[src/hdl/zcdp_pkg.sv]
package zcdp_pkg;

  localparam logic [31:0] CD_SIG    = 32'h02014B50;
  localparam logic [31:0] SENTINEL  = 32'hFFFFFFFF;
  localparam logic [17:0] HDR_LEN   = 18'd46;
  localparam logic [17:0] HDR_LAST  = 18'd45;
  localparam logic [17:0] LEN_READY = 18'd34;
  localparam logic [7:0]  ASCII_TOP = 8'h80;
  localparam int          FLAG_ENC_BIT  = 0;
  localparam int          FLAG_UTF8_BIT = 11;
  localparam logic [15:0] CP_TWO_LIMIT  = 16'h0800;
  localparam logic [7:0]  LEAD_TWO   = 8'hC0;
  localparam logic [7:0]  LEAD_THREE = 8'hE0;
  localparam logic [7:0]  CONT_MARK  = 8'h80;

  localparam logic [1:0] KIND_NAME   = 2'd0;
  localparam logic [1:0] KIND_RECORD = 2'd1;
  localparam logic [1:0] KIND_STOP   = 2'd2;

  localparam logic [15:0] CP437_HI [128] = '{
    16'h00C7, 16'h00FC, 16'h00E9, 16'h00E2, 16'h00E4, 16'h00E0, 16'h00E5, 16'h00E7,
    16'h00EA, 16'h00EB, 16'h00E8, 16'h00EF, 16'h00EE, 16'h00EC, 16'h00C4, 16'h00C5,
    16'h00C9, 16'h00E6, 16'h00C6, 16'h00F4, 16'h00F6, 16'h00F2, 16'h00FB, 16'h00F9,
    16'h00FF, 16'h00D6, 16'h00DC, 16'h00A2, 16'h00A3, 16'h00A5, 16'h20A7, 16'h0192,
    16'h00E1, 16'h00ED, 16'h00F3, 16'h00FA, 16'h00F1, 16'h00D1, 16'h00AA, 16'h00BA,
    16'h00BF, 16'h2310, 16'h00AC, 16'h00BD, 16'h00BC, 16'h00A1, 16'h00AB, 16'h00BB,
    16'h2591, 16'h2592, 16'h2593, 16'h2502, 16'h2524, 16'h2561, 16'h2562, 16'h2556,
    16'h2555, 16'h2563, 16'h2551, 16'h2557, 16'h255D, 16'h255C, 16'h255B, 16'h2510,
    16'h2514, 16'h2534, 16'h252C, 16'h251C, 16'h2500, 16'h253C, 16'h255E, 16'h255F,
    16'h255A, 16'h2554, 16'h2569, 16'h2566, 16'h2560, 16'h2550, 16'h256C, 16'h2567,
    16'h2568, 16'h2564, 16'h2565, 16'h2559, 16'h2558, 16'h2552, 16'h2553, 16'h256B,
    16'h256A, 16'h2518, 16'h250C, 16'h2588, 16'h2584, 16'h258C, 16'h2590, 16'h2580,
    16'h03B1, 16'h00DF, 16'h0393, 16'h03C0, 16'h03A3, 16'h03C3, 16'h00B5, 16'h03C4,
    16'h03A6, 16'h0398, 16'h03A9, 16'h03B4, 16'h221E, 16'h03C6, 16'h03B5, 16'h2229,
    16'h2261, 16'h00B1, 16'h2265, 16'h2264, 16'h2320, 16'h2321, 16'h00F7, 16'h2248,
    16'h00B0, 16'h2219, 16'h00B7, 16'h221A, 16'h207F, 16'h00B2, 16'h25A0, 16'h00A0
  };

  typedef enum logic [1:0] {NM_NONE, NM_PASS, NM_MAP} name_mode_t;
  typedef enum logic [1:0] {TL_NONE, TL_RECORD, TL_STOP} tail_t;

  typedef struct packed {
    logic [7:0] cd_byte;
    logic       end_of_directory;
  } in_word_t;

  typedef struct packed {
    logic [1:0]  result_kind;
    logic [7:0]  name_byte;
    logic [15:0] entry_index;
    logic [15:0] method;
    logic [31:0] crc_value;
    logic [31:0] compressed_size;
    logic [31:0] plain_size;
    logic [31:0] local_offset;
    logic        unusable;
    logic        name_void;
    logic        run_last;
  } out_word_t;

  typedef struct packed {
    name_mode_t  mode;
    logic [7:0]  raw;
    tail_t       tail;
    logic [15:0] index;
    logic [15:0] method;
    logic [31:0] crc;
    logic [31:0] csize;
    logic [31:0] psize;
    logic [31:0] offset;
    logic        unusable;
    logic        name_void;
  } cmd_t;

endpackage

[src/hdl/zip_central_directory_parser.sv]
// A word passes the queue, the back's command register and the output register, which
// sends one word per cycle unless stalled; the front takes one byte per cycle unless the
// queue is full. A CP437 name byte makes two or three words, and a record end one more.
// Reset: synchronous, active low, clears the parser state, the queue and the output
// register; the entry count register resets to zero.
module zip_central_directory_parser #(
  parameter int QUEUE_DEPTH = 2
) (
  input  logic                clk,
  input  logic                rst_n,
  input  logic                in_valid,
  output logic                in_stall,
  input  zcdp_pkg::in_word_t  in_word,
  output logic                out_valid,
  input  logic                out_stall,
  output zcdp_pkg::out_word_t out_word,
  input  logic                cfg_valid,
  output logic                cfg_ready,
  input  logic [15:0]         cfg_data
);

  zcdp_pkg::cmd_t push_cmd, head_cmd;
  logic           q_push, q_pop, q_empty, q_full;

  zcdp_front u_front (
    .clk       (clk),
    .rst_n     (rst_n),
    .in_valid  (in_valid),
    .in_stall  (in_stall),
    .in_word   (in_word),
    .cfg_valid (cfg_valid),
    .cfg_ready (cfg_ready),
    .cfg_data  (cfg_data),
    .q_full    (q_full),
    .q_push    (q_push),
    .q_cmd     (push_cmd)
  );

  zcdp_queue #(
    .DEPTH (QUEUE_DEPTH)
  ) u_queue (
    .clk     (clk),
    .rst_n   (rst_n),
    .push    (q_push),
    .wr_data (push_cmd),
    .pop     (q_pop),
    .rd_data (head_cmd),
    .empty   (q_empty),
    .full    (q_full)
  );

  zcdp_back u_back (
    .clk       (clk),
    .rst_n     (rst_n),
    .q_valid   (!q_empty),
    .q_data    (head_cmd),
    .q_pop     (q_pop),
    .out_valid (out_valid),
    .out_stall (out_stall),
    .out_word  (out_word)
  );

`ifndef SYNTH
  a_no_push_when_full: assert property (@(posedge clk) disable iff (!rst_n)
    !(q_push && q_full))
    else $error("word pushed into a full queue");

  a_tail_is_last: assert property (@(posedge clk) disable iff (!rst_n)
    out_valid && (out_word.result_kind != zcdp_pkg::KIND_NAME) |-> out_word.run_last)
    else $error("record or stop word not last of its byte");

  a_name_word_clean: assert property (@(posedge clk) disable iff (!rst_n)
    out_valid && (out_word.result_kind == zcdp_pkg::KIND_NAME)
    |-> !out_word.unusable && !out_word.name_void && (out_word.local_offset == '0))
    else $error("name word carries record fields");
`endif

endmodule

[src/hdl/zcdp_front.sv]
module zcdp_front (
  input  logic               clk,
  input  logic               rst_n,
  input  logic               in_valid,
  output logic               in_stall,
  input  zcdp_pkg::in_word_t in_word,
  input  logic               cfg_valid,
  output logic               cfg_ready,
  input  logic [15:0]        cfg_data,
  input  logic               q_full,
  output logic               q_push,
  output zcdp_pkg::cmd_t     q_cmd
);

  logic [15:0] entry_count_r;
  logic [17:0] pos_r, pos_nxt;
  logic [15:0] entries_done_r, entries_done_nxt;
  logic        stopped_r, stopped_nxt;
  logic        nul_seen_r, nul_seen_nxt;
  logic [15:0] flags_r, flags_nxt;
  logic [15:0] method_r, method_nxt;
  logic [31:0] crc_r, crc_nxt;
  logic [31:0] csize_r, csize_nxt;
  logic [31:0] psize_r, psize_nxt;
  logic [15:0] nlen_r, nlen_nxt;
  logic [15:0] elen_r, elen_nxt;
  logic [15:0] clen_r, clen_nxt;
  logic [31:0] off_r, off_nxt;
  logic [17:0] name_end_r, name_end_nxt;
  logic [17:0] last_r, last_nxt;

  logic                 accept, active, sig_bad, in_name, rec_end, nul_now;
  logic [31:0]          sig_sh;
  logic [7:0]           b;
  zcdp_pkg::name_mode_t mode;
  zcdp_pkg::tail_t      tail;

  assign in_stall  = q_full;
  assign cfg_ready = 1'b1;
  assign accept    = in_valid && !in_stall;
  assign active    = !stopped_r && (entries_done_r < entry_count_r);
  assign b         = in_word.cd_byte;
  assign sig_sh    = zcdp_pkg::CD_SIG >> {pos_r[1:0], 3'b000};

  always_comb begin
    pos_nxt          = pos_r;
    entries_done_nxt = entries_done_r;
    stopped_nxt      = stopped_r;
    nul_seen_nxt     = nul_seen_r;
    flags_nxt        = flags_r;
    method_nxt       = method_r;
    crc_nxt          = crc_r;
    csize_nxt        = csize_r;
    psize_nxt        = psize_r;
    nlen_nxt         = nlen_r;
    elen_nxt         = elen_r;
    clen_nxt         = clen_r;
    off_nxt          = off_r;
    name_end_nxt     = name_end_r;
    last_nxt         = last_r;
    mode             = zcdp_pkg::NM_NONE;
    tail             = zcdp_pkg::TL_NONE;
    sig_bad          = (pos_r < 18'd4) && (b != sig_sh[7:0]);
    in_name          = (pos_r >= zcdp_pkg::HDR_LEN) && (pos_r < name_end_r) && !nul_seen_r;
    rec_end          = (pos_r >= zcdp_pkg::HDR_LAST) && (pos_r >= last_r);
    nul_now          = nul_seen_r;

    if (accept && active) begin
      if (sig_bad) begin
        tail        = zcdp_pkg::TL_STOP;
        stopped_nxt = 1'b1;
      end else begin
        if (pos_r < zcdp_pkg::HDR_LEN) begin
          case (pos_r[5:0])
            6'd8:  flags_nxt[7:0]    = b;
            6'd9:  flags_nxt[15:8]   = b;
            6'd10: method_nxt[7:0]   = b;
            6'd11: method_nxt[15:8]  = b;
            6'd16: crc_nxt[7:0]      = b;
            6'd17: crc_nxt[15:8]     = b;
            6'd18: crc_nxt[23:16]    = b;
            6'd19: crc_nxt[31:24]    = b;
            6'd20: csize_nxt[7:0]    = b;
            6'd21: csize_nxt[15:8]   = b;
            6'd22: csize_nxt[23:16]  = b;
            6'd23: csize_nxt[31:24]  = b;
            6'd24: psize_nxt[7:0]    = b;
            6'd25: psize_nxt[15:8]   = b;
            6'd26: psize_nxt[23:16]  = b;
            6'd27: psize_nxt[31:24]  = b;
            6'd28: nlen_nxt[7:0]     = b;
            6'd29: nlen_nxt[15:8]    = b;
            6'd30: elen_nxt[7:0]     = b;
            6'd31: elen_nxt[15:8]    = b;
            6'd32: clen_nxt[7:0]     = b;
            6'd33: clen_nxt[15:8]    = b;
            6'd42: off_nxt[7:0]      = b;
            6'd43: off_nxt[15:8]     = b;
            6'd44: off_nxt[23:16]    = b;
            6'd45: off_nxt[31:24]    = b;
            default: ;
          endcase
        end
        // all three lengths are in by this point
        if (pos_r == zcdp_pkg::LEN_READY) begin
          name_end_nxt = zcdp_pkg::HDR_LEN + {2'b00, nlen_r};
          last_nxt     = zcdp_pkg::HDR_LAST + {2'b00, nlen_r} + {2'b00, elen_r}
                         + {2'b00, clen_r};
        end
        if (in_name) begin
          if (b == 8'h00) begin
            nul_now      = 1'b1;
            nul_seen_nxt = 1'b1;
          end else if (flags_r[zcdp_pkg::FLAG_UTF8_BIT] || b < zcdp_pkg::ASCII_TOP) begin
            mode = zcdp_pkg::NM_PASS;
          end else begin
            mode = zcdp_pkg::NM_MAP;
          end
        end
        if (rec_end) begin
          tail             = zcdp_pkg::TL_RECORD;
          entries_done_nxt = entries_done_r + 16'd1;
          pos_nxt          = '0;
          nul_seen_nxt     = 1'b0;
          if (in_word.end_of_directory) begin
            stopped_nxt = 1'b1;
          end
        end else begin
          pos_nxt = pos_r + 18'd1;
          if (in_word.end_of_directory) begin
            tail        = zcdp_pkg::TL_STOP;
            stopped_nxt = 1'b1;
          end
        end
      end
    end

    q_push             = (mode != zcdp_pkg::NM_NONE) || (tail != zcdp_pkg::TL_NONE);
    q_cmd.mode         = mode;
    q_cmd.raw          = b;
    q_cmd.tail         = tail;
    q_cmd.index        = entries_done_r;
    q_cmd.method       = method_nxt;
    q_cmd.crc          = crc_nxt;
    q_cmd.csize        = csize_nxt;
    q_cmd.psize        = psize_nxt;
    q_cmd.offset       = off_nxt;
    q_cmd.unusable     = flags_nxt[zcdp_pkg::FLAG_ENC_BIT] || (csize_nxt == zcdp_pkg::SENTINEL)
                         || (psize_nxt == zcdp_pkg::SENTINEL)
                         || (off_nxt == zcdp_pkg::SENTINEL) || nul_now;
    q_cmd.name_void    = nul_now;
  end

  always_ff @(posedge clk) begin
    if (!rst_n) begin
      entry_count_r  <= '0;
      pos_r          <= '0;
      entries_done_r <= '0;
      stopped_r      <= 1'b0;
      nul_seen_r     <= 1'b0;
    end else begin
      if (cfg_valid && cfg_ready) begin
        entry_count_r <= cfg_data;
      end
      pos_r          <= pos_nxt;
      entries_done_r <= entries_done_nxt;
      stopped_r      <= stopped_nxt;
      nul_seen_r     <= nul_seen_nxt;
    end
  end

  always_ff @(posedge clk) begin
    flags_r    <= flags_nxt;
    method_r   <= method_nxt;
    crc_r      <= crc_nxt;
    csize_r    <= csize_nxt;
    psize_r    <= psize_nxt;
    nlen_r     <= nlen_nxt;
    elen_r     <= elen_nxt;
    clen_r     <= clen_nxt;
    off_r      <= off_nxt;
    name_end_r <= name_end_nxt;
    last_r     <= last_nxt;
  end

endmodule

[src/hdl/zcdp_queue.sv]
module zcdp_queue #(
  parameter int DEPTH = 2
) (
  input  logic           clk,
  input  logic           rst_n,
  input  logic           push,
  input  zcdp_pkg::cmd_t wr_data,
  input  logic           pop,
  output zcdp_pkg::cmd_t rd_data,
  output logic           empty,
  output logic           full
);

  localparam int PW = (DEPTH > 1) ? $clog2(DEPTH) : 1;
  localparam int CW = $clog2(DEPTH + 1);

  zcdp_pkg::cmd_t mem_r [DEPTH];
  logic [PW-1:0]  wr_ptr_r, wr_ptr_nxt;
  logic [PW-1:0]  rd_ptr_r, rd_ptr_nxt;
  logic [CW-1:0]  count_r, count_nxt;
  logic           do_push, do_pop;

  assign empty   = (count_r == '0);
  assign full    = (count_r == CW'(DEPTH));
  assign do_push = push && !full;
  assign do_pop  = pop && !empty;
  assign rd_data = mem_r[rd_ptr_r];

  always_comb begin
    wr_ptr_nxt = wr_ptr_r;
    rd_ptr_nxt = rd_ptr_r;
    count_nxt  = count_r;
    if (do_push) begin
      wr_ptr_nxt = (wr_ptr_r == PW'(DEPTH - 1)) ? '0 : wr_ptr_r + PW'(1);
    end
    if (do_pop) begin
      rd_ptr_nxt = (rd_ptr_r == PW'(DEPTH - 1)) ? '0 : rd_ptr_r + PW'(1);
    end
    case ({do_push, do_pop})
      2'b10:   count_nxt = count_r + CW'(1);
      2'b01:   count_nxt = count_r - CW'(1);
      default: count_nxt = count_r;
    endcase
  end

  always_ff @(posedge clk) begin
    if (!rst_n) begin
      wr_ptr_r <= '0;
      rd_ptr_r <= '0;
      count_r  <= '0;
    end else begin
      wr_ptr_r <= wr_ptr_nxt;
      rd_ptr_r <= rd_ptr_nxt;
      count_r  <= count_nxt;
    end
  end

  always_ff @(posedge clk) begin
    if (do_push) begin
      mem_r[wr_ptr_r] <= wr_data;
    end
  end

endmodule

[src/hdl/zcdp_back.sv]
module zcdp_back (
  input  logic                clk,
  input  logic                rst_n,
  input  logic                q_valid,
  input  zcdp_pkg::cmd_t      q_data,
  output logic                q_pop,
  output logic                out_valid,
  input  logic                out_stall,
  output zcdp_pkg::out_word_t out_word
);

  zcdp_pkg::cmd_t      cur_r, cur_nxt;
  logic                cur_valid_r, cur_valid_nxt;
  logic [1:0]          step_r, step_nxt;
  zcdp_pkg::out_word_t out_r, out_nxt;
  logic                out_valid_r, out_valid_nxt;

  logic [15:0] cp;
  logic        three;
  logic [1:0]  name_n;
  logic [2:0]  total_n;
  logic        last_step, out_free, emit;
  logic [7:0]  nb;
  zcdp_pkg::out_word_t word;

  assign out_valid = out_valid_r;
  assign out_word  = out_r;
  assign cp        = zcdp_pkg::CP437_HI[cur_r.raw[6:0]];
  assign three     = (cp >= zcdp_pkg::CP_TWO_LIMIT);
  assign out_free  = !out_valid_r || !out_stall;

  always_comb begin
    case (cur_r.mode)
      zcdp_pkg::NM_PASS: name_n = 2'd1;
      zcdp_pkg::NM_MAP:  name_n = three ? 2'd3 : 2'd2;
      default:           name_n = 2'd0;
    endcase
    total_n   = {1'b0, name_n} + {2'b00, (cur_r.tail != zcdp_pkg::TL_NONE)};
    last_step = ({1'b0, step_r} == total_n - 3'd1);

    nb = cur_r.raw;
    if (cur_r.mode == zcdp_pkg::NM_MAP) begin
      if (three) begin
        case (step_r)
          2'd0:    nb = zcdp_pkg::LEAD_THREE | {4'h0, cp[15:12]};
          2'd1:    nb = zcdp_pkg::CONT_MARK | {2'b00, cp[11:6]};
          default: nb = zcdp_pkg::CONT_MARK | {2'b00, cp[5:0]};
        endcase
      end else begin
        case (step_r)
          2'd0:    nb = zcdp_pkg::LEAD_TWO | {3'b000, cp[10:6]};
          default: nb = zcdp_pkg::CONT_MARK | {2'b00, cp[5:0]};
        endcase
      end
    end

    word             = '0;
    word.entry_index = cur_r.index;
    word.run_last    = last_step;
    if (step_r < name_n) begin
      word.result_kind = zcdp_pkg::KIND_NAME;
      word.name_byte   = nb;
    end else if (cur_r.tail == zcdp_pkg::TL_RECORD) begin
      word.result_kind     = zcdp_pkg::KIND_RECORD;
      word.method          = cur_r.method;
      word.crc_value       = cur_r.crc;
      word.compressed_size = cur_r.csize;
      word.plain_size      = cur_r.psize;
      word.local_offset    = cur_r.offset;
      word.unusable        = cur_r.unusable;
      word.name_void       = cur_r.name_void;
    end else begin
      word.result_kind = zcdp_pkg::KIND_STOP;
    end

    emit          = cur_valid_r && out_free;
    out_nxt       = out_r;
    out_valid_nxt = out_valid_r && out_stall;
    cur_nxt       = cur_r;
    cur_valid_nxt = cur_valid_r;
    step_nxt      = step_r;
    if (emit) begin
      out_nxt       = word;
      out_valid_nxt = 1'b1;
      if (last_step) begin
        cur_valid_nxt = 1'b0;
        step_nxt      = 2'd0;
      end else begin
        step_nxt = step_r + 2'd1;
      end
    end
    q_pop = q_valid && (!cur_valid_r || (emit && last_step));
    if (q_pop) begin
      cur_nxt       = q_data;
      cur_valid_nxt = 1'b1;
      step_nxt      = 2'd0;
    end
  end

  always_ff @(posedge clk) begin
    if (!rst_n) begin
      cur_valid_r <= 1'b0;
      step_r      <= 2'd0;
      out_valid_r <= 1'b0;
    end else begin
      cur_valid_r <= cur_valid_nxt;
      step_r      <= step_nxt;
      out_valid_r <= out_valid_nxt;
    end
  end

  always_ff @(posedge clk) begin
    cur_r <= cur_nxt;
    out_r <= out_nxt;
  end

endmodule
[config.mk]
export PLATFORM = sky130hd
export DESIGN_NAME = zip_central_directory_parser
export DESIGN_NICKNAME = d
export VERILOG_FILES = /design/src/hdl/zcdp_pkg.sv /design/src/hdl/zip_central_directory_parser.sv /design/src/hdl/zcdp_front.sv /design/src/hdl/zcdp_queue.sv /design/src/hdl/zcdp_back.sv
export SDC_FILE = /design/constraint.sdc
export NUM_CORES = 1
export LEC_CHECK = 0
export BUFFER_PORTS_ARGS = -buffer_cell sky130_fd_sc_hd__buf_2
export CORE_ASPECT_RATIO = 0.5
export CORE_MARGIN = 2
export CORE_UTILIZATION = 44
export CTS_BUF_LIST = sky130_fd_sc_hd__clkbuf_8
export CTS_CLUSTER_SIZE = 12
export DETAILED_ROUTE_END_ITERATION = 10
export PLACE_DENSITY_LB_ADDON = 0.25
export SYNTH_ARGS = -nofsm -noshare
export SYNTH_HDL_FRONTEND = slang
export SYNTH_SLANG_ARGS = --single-unit
export TNS_END_PERCENT = 5
[constraint.sdc]
create_clock -name clk -period 19 [get_ports clk]
set_clock_uncertainty 0.15 [all_clocks]
set_input_delay 3.8 -clock clk [delete_from_list [all_inputs] [get_ports clk]]
set_output_delay 3.8 -clock clk [all_outputs]
set_load 0.01 [all_outputs]
==> results of run 1 <==
[layer usage]
layer	global-route usage, %	wire, um
met2	28.0	38200
met1	24.8	38500
met5	0	0
met3	3.76	4240
met4	6.03	1780
[final timing paths]
kind / startpoint / to / slack (ns) / cells past startpoint
setup / recovery: in_word[1] / u_queue.mem_r[0][43] / 11.10 / 12
hold / removal: u_back.cur_r[160] / u_back.out_word[161] / 0.25 / 0
setup reg to reg: u_back.cur_r[164] / u_back.cur_r[61] / 12.54 / 15
hold reg to reg: u_back.cur_r[160] / u_back.out_word[161] / 0.25 / 0
[where the power goes]
group | switching [mW] | internal, mW
sequential | 0.124 | 2.90
combinational | 0.792 | 0.435
clock | 0.798 | 0.908
[state kept, by name (all words and copies together) (netlist names), 2 cells and up]
signal                  count
u_front.clen_r             16
u_queue.count_r             2
u_front.crc_r              32
u_back.cur_r              174
u_front.pos_r              18
u_queue.mem_r             348
u_front.name_end_r         17
u_front.psize_r            32
u_front.flags_r             2
u_front.elen_r             16
u_front.off_r              32
u_back.step_r               2
u_front.entries_done_r     16
u_front.method_r           16
u_back.out_word           173
u_front.nlen_r             16
u_front.last_r             18
u_front.entry_count_r      16
u_front.csize_r            32
[metrics by stage]
step | hold WS (ns) | utilization, % | cell area (um2)
after detailed placement | 0.256 | 47.2 | 42000
after floorplan | 0.250 | - | 39700
after CTS | 0.252 | 50.5 | 44900
final | 0.253 | 50.5 | 44900
after global routing | 0.271 | 50.5 | 44900
after global placement | 0.260 | 47.2 | 42000
[cells in the final DEF (no fill, tap or decap), drive strengths merged, types with 9 or more instances in the layout]
cell / instances
nor3: 27
or3: 16
and3: 21
o211ai: 9
a211oi: 15
mux2: 312
clkinv: 28
inv: 206
nor2: 131
clkbuf: 162
nand4: 35
mux2i: 32
nor4: 14
dfxtp: 205
xor2: 29
fa: 17
a31oi: 12
o21a: 9
bufinv: 9
and2: 158
xnor2: 46
edfxtp: 779
nor2b: 16
o21ai: 62
a21oi: 67
nand2: 124
buf: 228
a21o: 9
nand2b: 19
nand3: 33
ha: 94
or2: 10
[cell type report]
type	count	area (um2)
fillers	7560	44000
flip-flops and latches	984	27500
multi-input cells	1407	11200
clock buffers	162	2230
well taps	1185	1480
repair buffers	228	1210
clock inverters	96	679
inverters	151	582
diodes	4	10.0
[kinds of logic (layout without fill, tap and decap cells)]
family / count (synthesis) / count (layout) / synth area share [%]
flops: 984 / 984 / 69.3
xor+xnor: 75 / 75 / 1.66
compound gates: 248 / 248 / 4.17
other cells: 1 / 5 / 0.00945
buf+inv: 265 / 637 / 2.60
fa+ha+maj: 111 / 111 / 3.82
mux: 351 / 351 / 10.1
simple gates: 621 / 621 / 8.38
[worst max-delay path: cells and delay by family]
| family | cells | cell delay [ns] |
|---|---|---|
| simple gates | 6 | 2.07 |
| compound gates | 1 | 0.17 |
| xor+xnor | 1 | 0.13 |
| buf+inv | 4 | 1.83 |
==> flow_results.org, run 1 <==
** Clock tree
- Number of H-tree branching levels :: 4
- The number of gates resized after CTS was 0.
- For the worst-skew pair, the clock arrives at the later sink with an insertion delay of 0.83 ns.
- Maximum clock path buffer count :: 3
- Clock tree synthesis selected as its root buffer the cell clkbuf_8.
- After clock tree synthesis, the flow added hold-fix buffers numbering 0.
- CTS tree :: done
- TritonCTS Sinks :: 984
- Post-CTS timing repair inserted 0 buffers for setup.
- The number of clock buffers added by TritonCTS is 141.
- Clock-pin slew was measured on the worst setup and hold paths at 0.06 ns.

** Outcome
- The flow ran to the end, and the final reports show no timing, DRC or antenna violations.

** Timing
- Post-Route Setup TNS :: 0 ns
- After layout, the minimum clock period comes to 7.90 ns.
- The worst pin sits at a relative slew slack of 12.1%.
- The total count of hold-check failures in the final report came to 0.
- Fraction of the cycle the final worst path needs :: 41.6%
- Max-slew violation count :: 0
- Setup violations remaining at the end of the flow were counted as 0.
- For the pin with the worst max-slew slack, the measured transition is 1.29 ns.
- Based on the critical path, the design can be clocked at up to 127 MHz.
- Setup repair after global routing left no endpoint under its margin.
- In the post-route analysis, the smallest setup slack over all paths is 11.10 ns.

** Yosys
- Number of distinct library cells after synthesis :: 85
- EDFF count, synth :: 779
- Synthesis handed over a netlist of 2656 instances.
- For this run, the leading register cell type out of synthesis is edfxtp_1.
- Proportion of netlist area held by the largest area contributor :: 59.0%
- Averaged over all synthesized cells, the footprint is 14.9 um2.
- Number of synthesized register bits :: 984
- After synthesis the cells add up to 39700 um2.
- Most frequently used cell type in the post-synthesis netlist :: edfxtp_1
- Yosys printed 0 warnings.
- Summing the sequential cell areas from Yosys gives 69.3% of the chip area.
- Synthesis produced a netlist with a net count of 2797.
- Dominant cell type by area after synthesis :: edfxtp_1
- Counting flops with an async set or reset pin after synthesis yields a share of 0%.
- By area the synthesized netlist is led by edfxtp_1 (59%), dfxtp_1 (10%), mux2_2 (8.1%).
- Sorting the synthesized cells by how often they occur yields edfxtp_1 (779), mux2_2 (286), dfxtp_1 (205).

** Critical path
- Highest-delay cell along the critical path :: buf_4
- Max Fanout on Critical Path :: 64
- Traced cell by cell, the critical path runs through buf_2 > buf_4 > xor2_1 > nor4_1 > a31oi_1 > nor2b_1 > nand2b_1 > or3_1 > and2_1 > nor2_4 > buf_4 > buf_4.
- Critical path class :: in2reg
- Max stage delay on crit path :: 0.80 ns
- Most used cell, CP :: buf_4
- Required @ worst endpoint :: 19.26 ns
- Crit start category :: input pin
- Worst EP arrival :: 8.17 ns
- Kind of end point of the critical path :: flip-flop

** Routing
- Detail-routed net length per standard cell :: 19.6 um
- In the routed layout, each cell is associated on average with a via count of 5.13.
- Post-route DRC :: 0
- The detail route stage leaves a number of antenna-violating nets equal to 0.
- Number of search-and-repair iterations in the first detailed-routing pass :: 6
- Number of DRC markers in iteration 0 :: 1599
- Vias after detailed routing :: 21600
- The routed design has 82800 um of wire.

** Power and ir drop
- Static Leakage :: 17.0 nW
- In this run the power density over the cells is 133 nW/um2.
- Worst supply voltage drop on vdd :: 0.0957 mV
- Overall power of the completed layout :: 5.95 mW

** Finish
- Final Non-Filler Cells :: 4217
- Number of nets in the final layout :: 3054
- Fraction of final layout cells with drive strength greater than 1 :: 24.9%
- P&R area growth vs syn :: 13.1%

** Floorplan
- Area of the die :: 92700 um2
- The total area inside the core boundary comes to 88800 um2.
- For this configuration, the core starts out at a cell density of 44.7%.
- Horiz. Die Dim :: 429 um
- Vert. Die Dim :: 216 um
- # IOs :: 206
- The initialized floorplan defines 77 standard-cell rows.

** Placed design
- Routability-driven placement finished with a final weighted congestion of 0.852.
- Worst-case setup slack after placement :: 10.26 ns
- Placed cell count :: 3955
- The count of buffers added on input and output ports is 204.
- Detailed-placement wirelength estimate :: 52300 um

** Flow run
- Max-cap violations in this run came to 0.

** Global routing
- Global routing finished with a remaining overflow of 0.
- Entering global routing, the biggest net connects 176 pins.
- Initial antenna violation count :: 3
- Wire length of the first global-routing pass :: 127000 um
- Gr usage total :: 17.8%
- The number of global-route vias before repair came to 21800.

** Worst hold path
- Worst min-delay path category :: reg2reg
(Power assumes the default switching activity.)
==> run 2, diff against run 1 <==
clock period = 8.2 ns   (was 19 ns; I/O delays follow)
==> run 2 against run 1 <==
Against the previous run:
- final cell count hardly changed
- global-route usage is 0.62 points higher
- sequential share of layout area is 0.22 points higher
- hold slack better by 0.011 ns
==> flow_results.org, run 2 (synthesis gave the netlist of run 1 again) <==
** Floorplan
- Initial Utilization :: 44.7%
- Area of the core :: 88800 um2
- Horiz. Die Dim :: 429 um
- In this run the vertical extent of the chip is 216 um.
- Std cell rows :: 77
- For this design the top-level I/O count stands at 206.
- The die covers 92700 um2.

** Critical path
- The startpoint identified for the worst register-to-register timing path is u_back.cur_r[165].
- Max Fanout on Critical Path :: 93
- CP Launch Point :: u_back.cur_r[165]
- STA puts the critical path data arrival time at 6.44 ns.
- The critical path is of the reg2reg type.
- Reg-to-reg setup timing slack :: 2.31 ns
- The worst setup path is captured at a flip-flop.
- Required @ worst endpoint :: 8.75 ns
- STA classifies the critical path startpoint as a flip-flop.

** Power and ir drop
- For this design the static power due to leakage is 17.0 nW.
- Of the total power, the clock network draws 27.4%.
- Worst supply voltage drop on vdd :: 0.242 mV
- Portion of total power attributed to combinational logic :: 20.7%
- Switching power :: 4.02 mW
- Switching fraction of total power :: 29.5%
- Power per standard cell area :: 305 nW/um2
- Internal Power :: 9.59 mW
- Overall power consumption after layout is estimated at 13.6 mW.
- Sequential share of power :: 51.9%

** Placed design
- GP Congestion :: 0.856
- Detailed-placement wirelength estimate :: 54300 um
- Worst-case setup slack after placement :: 2.07 ns
- During placement, the flow inserted port buffers numbering 204.
- Once placement finished, the instance area stood at 42000 um2.

** Clock tree
- Counting every sink on the clock net gives 984.
- Maximum clock path buffer count :: 3
- Clock latency of the later-clocked register in the worst-skew pair :: 0.82 ns
- Post-cts resize count :: 0
- Number of H-tree branching levels :: 4
- In this run the post-CTS setup repair buffer count came out at 0.
- TritonCTS built the clock tree.
- Buffer cell driving the clock tree root :: clkbuf_8
- In this run, post-CTS hold repair placed 0 buffers.
- Buffers inserted during clock tree synthesis total 142.
- After clock tree synthesis, the clock-pin slew on the worst setup and hold paths is 0.07 ns.

** Global routing
- The first global-routing pass estimated 131000 um of wire.
- Initial antenna violation count :: 2
- Entering global routing, the biggest net connects 176 pins.
- Number of global-route vias before repair :: 22100
- Gr usage total :: 18.4%
- After global routing the overflow that remains totals 0.

** Finish
- The library cells used most frequently in the layout, excluding fill and tap cells, are edfxtp_1 (779), mux2_2 (286), inv_1 (214), buf_2 (204), dfxtp_1 (204).
- u_queue.mem_r holds more flip-flops than any other register.
- Max FFs per register :: 348
- Ant diodes :: 0
- Fraction of final layout cells with drive strength greater than 1 :: 24.4%
- The area growth from synthesis to layout is 12.7%.
- Most frequent standard cell in the layout excluding fill and tap cells :: edfxtp_1
- Post-Layout Inst Area :: 44700 um2
- For this run, the post-layout net count is 3055.

** Routing
- Drt via density :: 5.12
- Detail-routed net length per standard cell :: 20.3 um
- For this block, the via count after detailed routing is 21600.
- Number of search-and-repair iterations in the first detailed-routing pass :: 5
- In the routed design, unresolved DRC markers number 0.
- The detailed router finished its first iteration with 1609 violations.
- Once detail routing completed, the nets flagged for antenna violations numbered 0.
- Wirelength, routed :: 85400 um

** Worst hold path
- Worst min-delay path category :: reg2reg
- Hold path startpoint :: u_back.cur_r[161]

** Timing
- Setup repair after global routing left no endpoint under its margin.
- The total count of hold-check failures in the final report is 0.
- Fraction of the cycle the final worst path needs :: 71.8%
- Final setup violation count :: 0
- After layout, the minimum clock period comes to 5.89 ns.
- Timing would allow up to 170 MHz.
- Across all hold checks on the routed design, the worst slack comes to 0.264 ns.
- The total count of max-transition violations in the final report is 0.
- Tightest Pin Transition :: 1.13 ns
- The worst pin sits at a relative slew slack of 24.3%.
- The worst path meets setup with 2.31 ns of slack.

** Outcome
- The flow ran to the end, and the final reports show no timing, DRC or antenna violations.

** Flow run
- Number of violations of the max-capacitance limit :: 0
run 2: metrics by stage:
stage          util, %  TNS, ns  cells
2_1_floorplan        -   -52.42   2656
3_3_place_gp      47.3        0   3955
3_5_place_dp      47.3        0   3955
4_1_cts           50.3        0   4214
5_1_grt           50.3        0   4214
6_report          50.3        0   4214
run 2: final timing paths:
kind                     endpoint  cells past startpoint
max            u_queue.count_r[1]                     17
min          u_back.out_word[162]                      0
max reg2reg    u_queue.count_r[1]                     17
min reg2reg  u_back.out_word[162]                      0
run 2: routing by layer:
| metal | track usage (%) | vias to the layer above | share of wire [%] |
|---|---|---|---|
| met1 | 25.4 | 10800 | 47 |
| met5 | 0 | - | 0 |
| met4 | 6.44 | 0 | 2.0 |
| li1 | - | 10300 | - |
| met2 | 29.6 | 437 | 47 |
| met3 | 3.32 | 124 | 3.9 |
run 2: worst max-delay path: stages, from the launching register on:
cell,delay [ns]
edfxtp_1,0.75
inv_1,0.26
ha_1,0.43
nand2b_1,0.29
o311a_1,0.38
a2bb2oi_2,0.21
a21o_1,0.16
nand2_1,0.06
ha_1,0.19
ha_1,0.28
xnor2_1,0.12
or3_1,0.39
o21ai_0,0.23
o21ai_0,0.33
inv_8,0.59
ha_1,0.38
or3_1,0.38
a21oi_1,0.14
run 2: power by group through the flow:
stage	clock network, mW	registers, mW	logic (mW)
6_report	3.73	7.07	2.82
3_5_place_dp	0	7.19	2.85
2_1_floorplan	0	7.27	1.74
3_3_place_gp	0	7.18	2.87
5_1_grt	4.07	7.17	3.09
4_1_cts	3.85	7.10	2.87
run 2: final cells by class:
cell class / count / area [um2]
fillers: 7562 / 44100
well taps: 1185 / 1480
inverters: 151 / 582
flip-flops and latches: 984 / 27500
repair buffers: 228 / 1260
clock buffers: 157 / 2160
clock inverters: 102 / 544
multi-input cells: 1407 / 11200
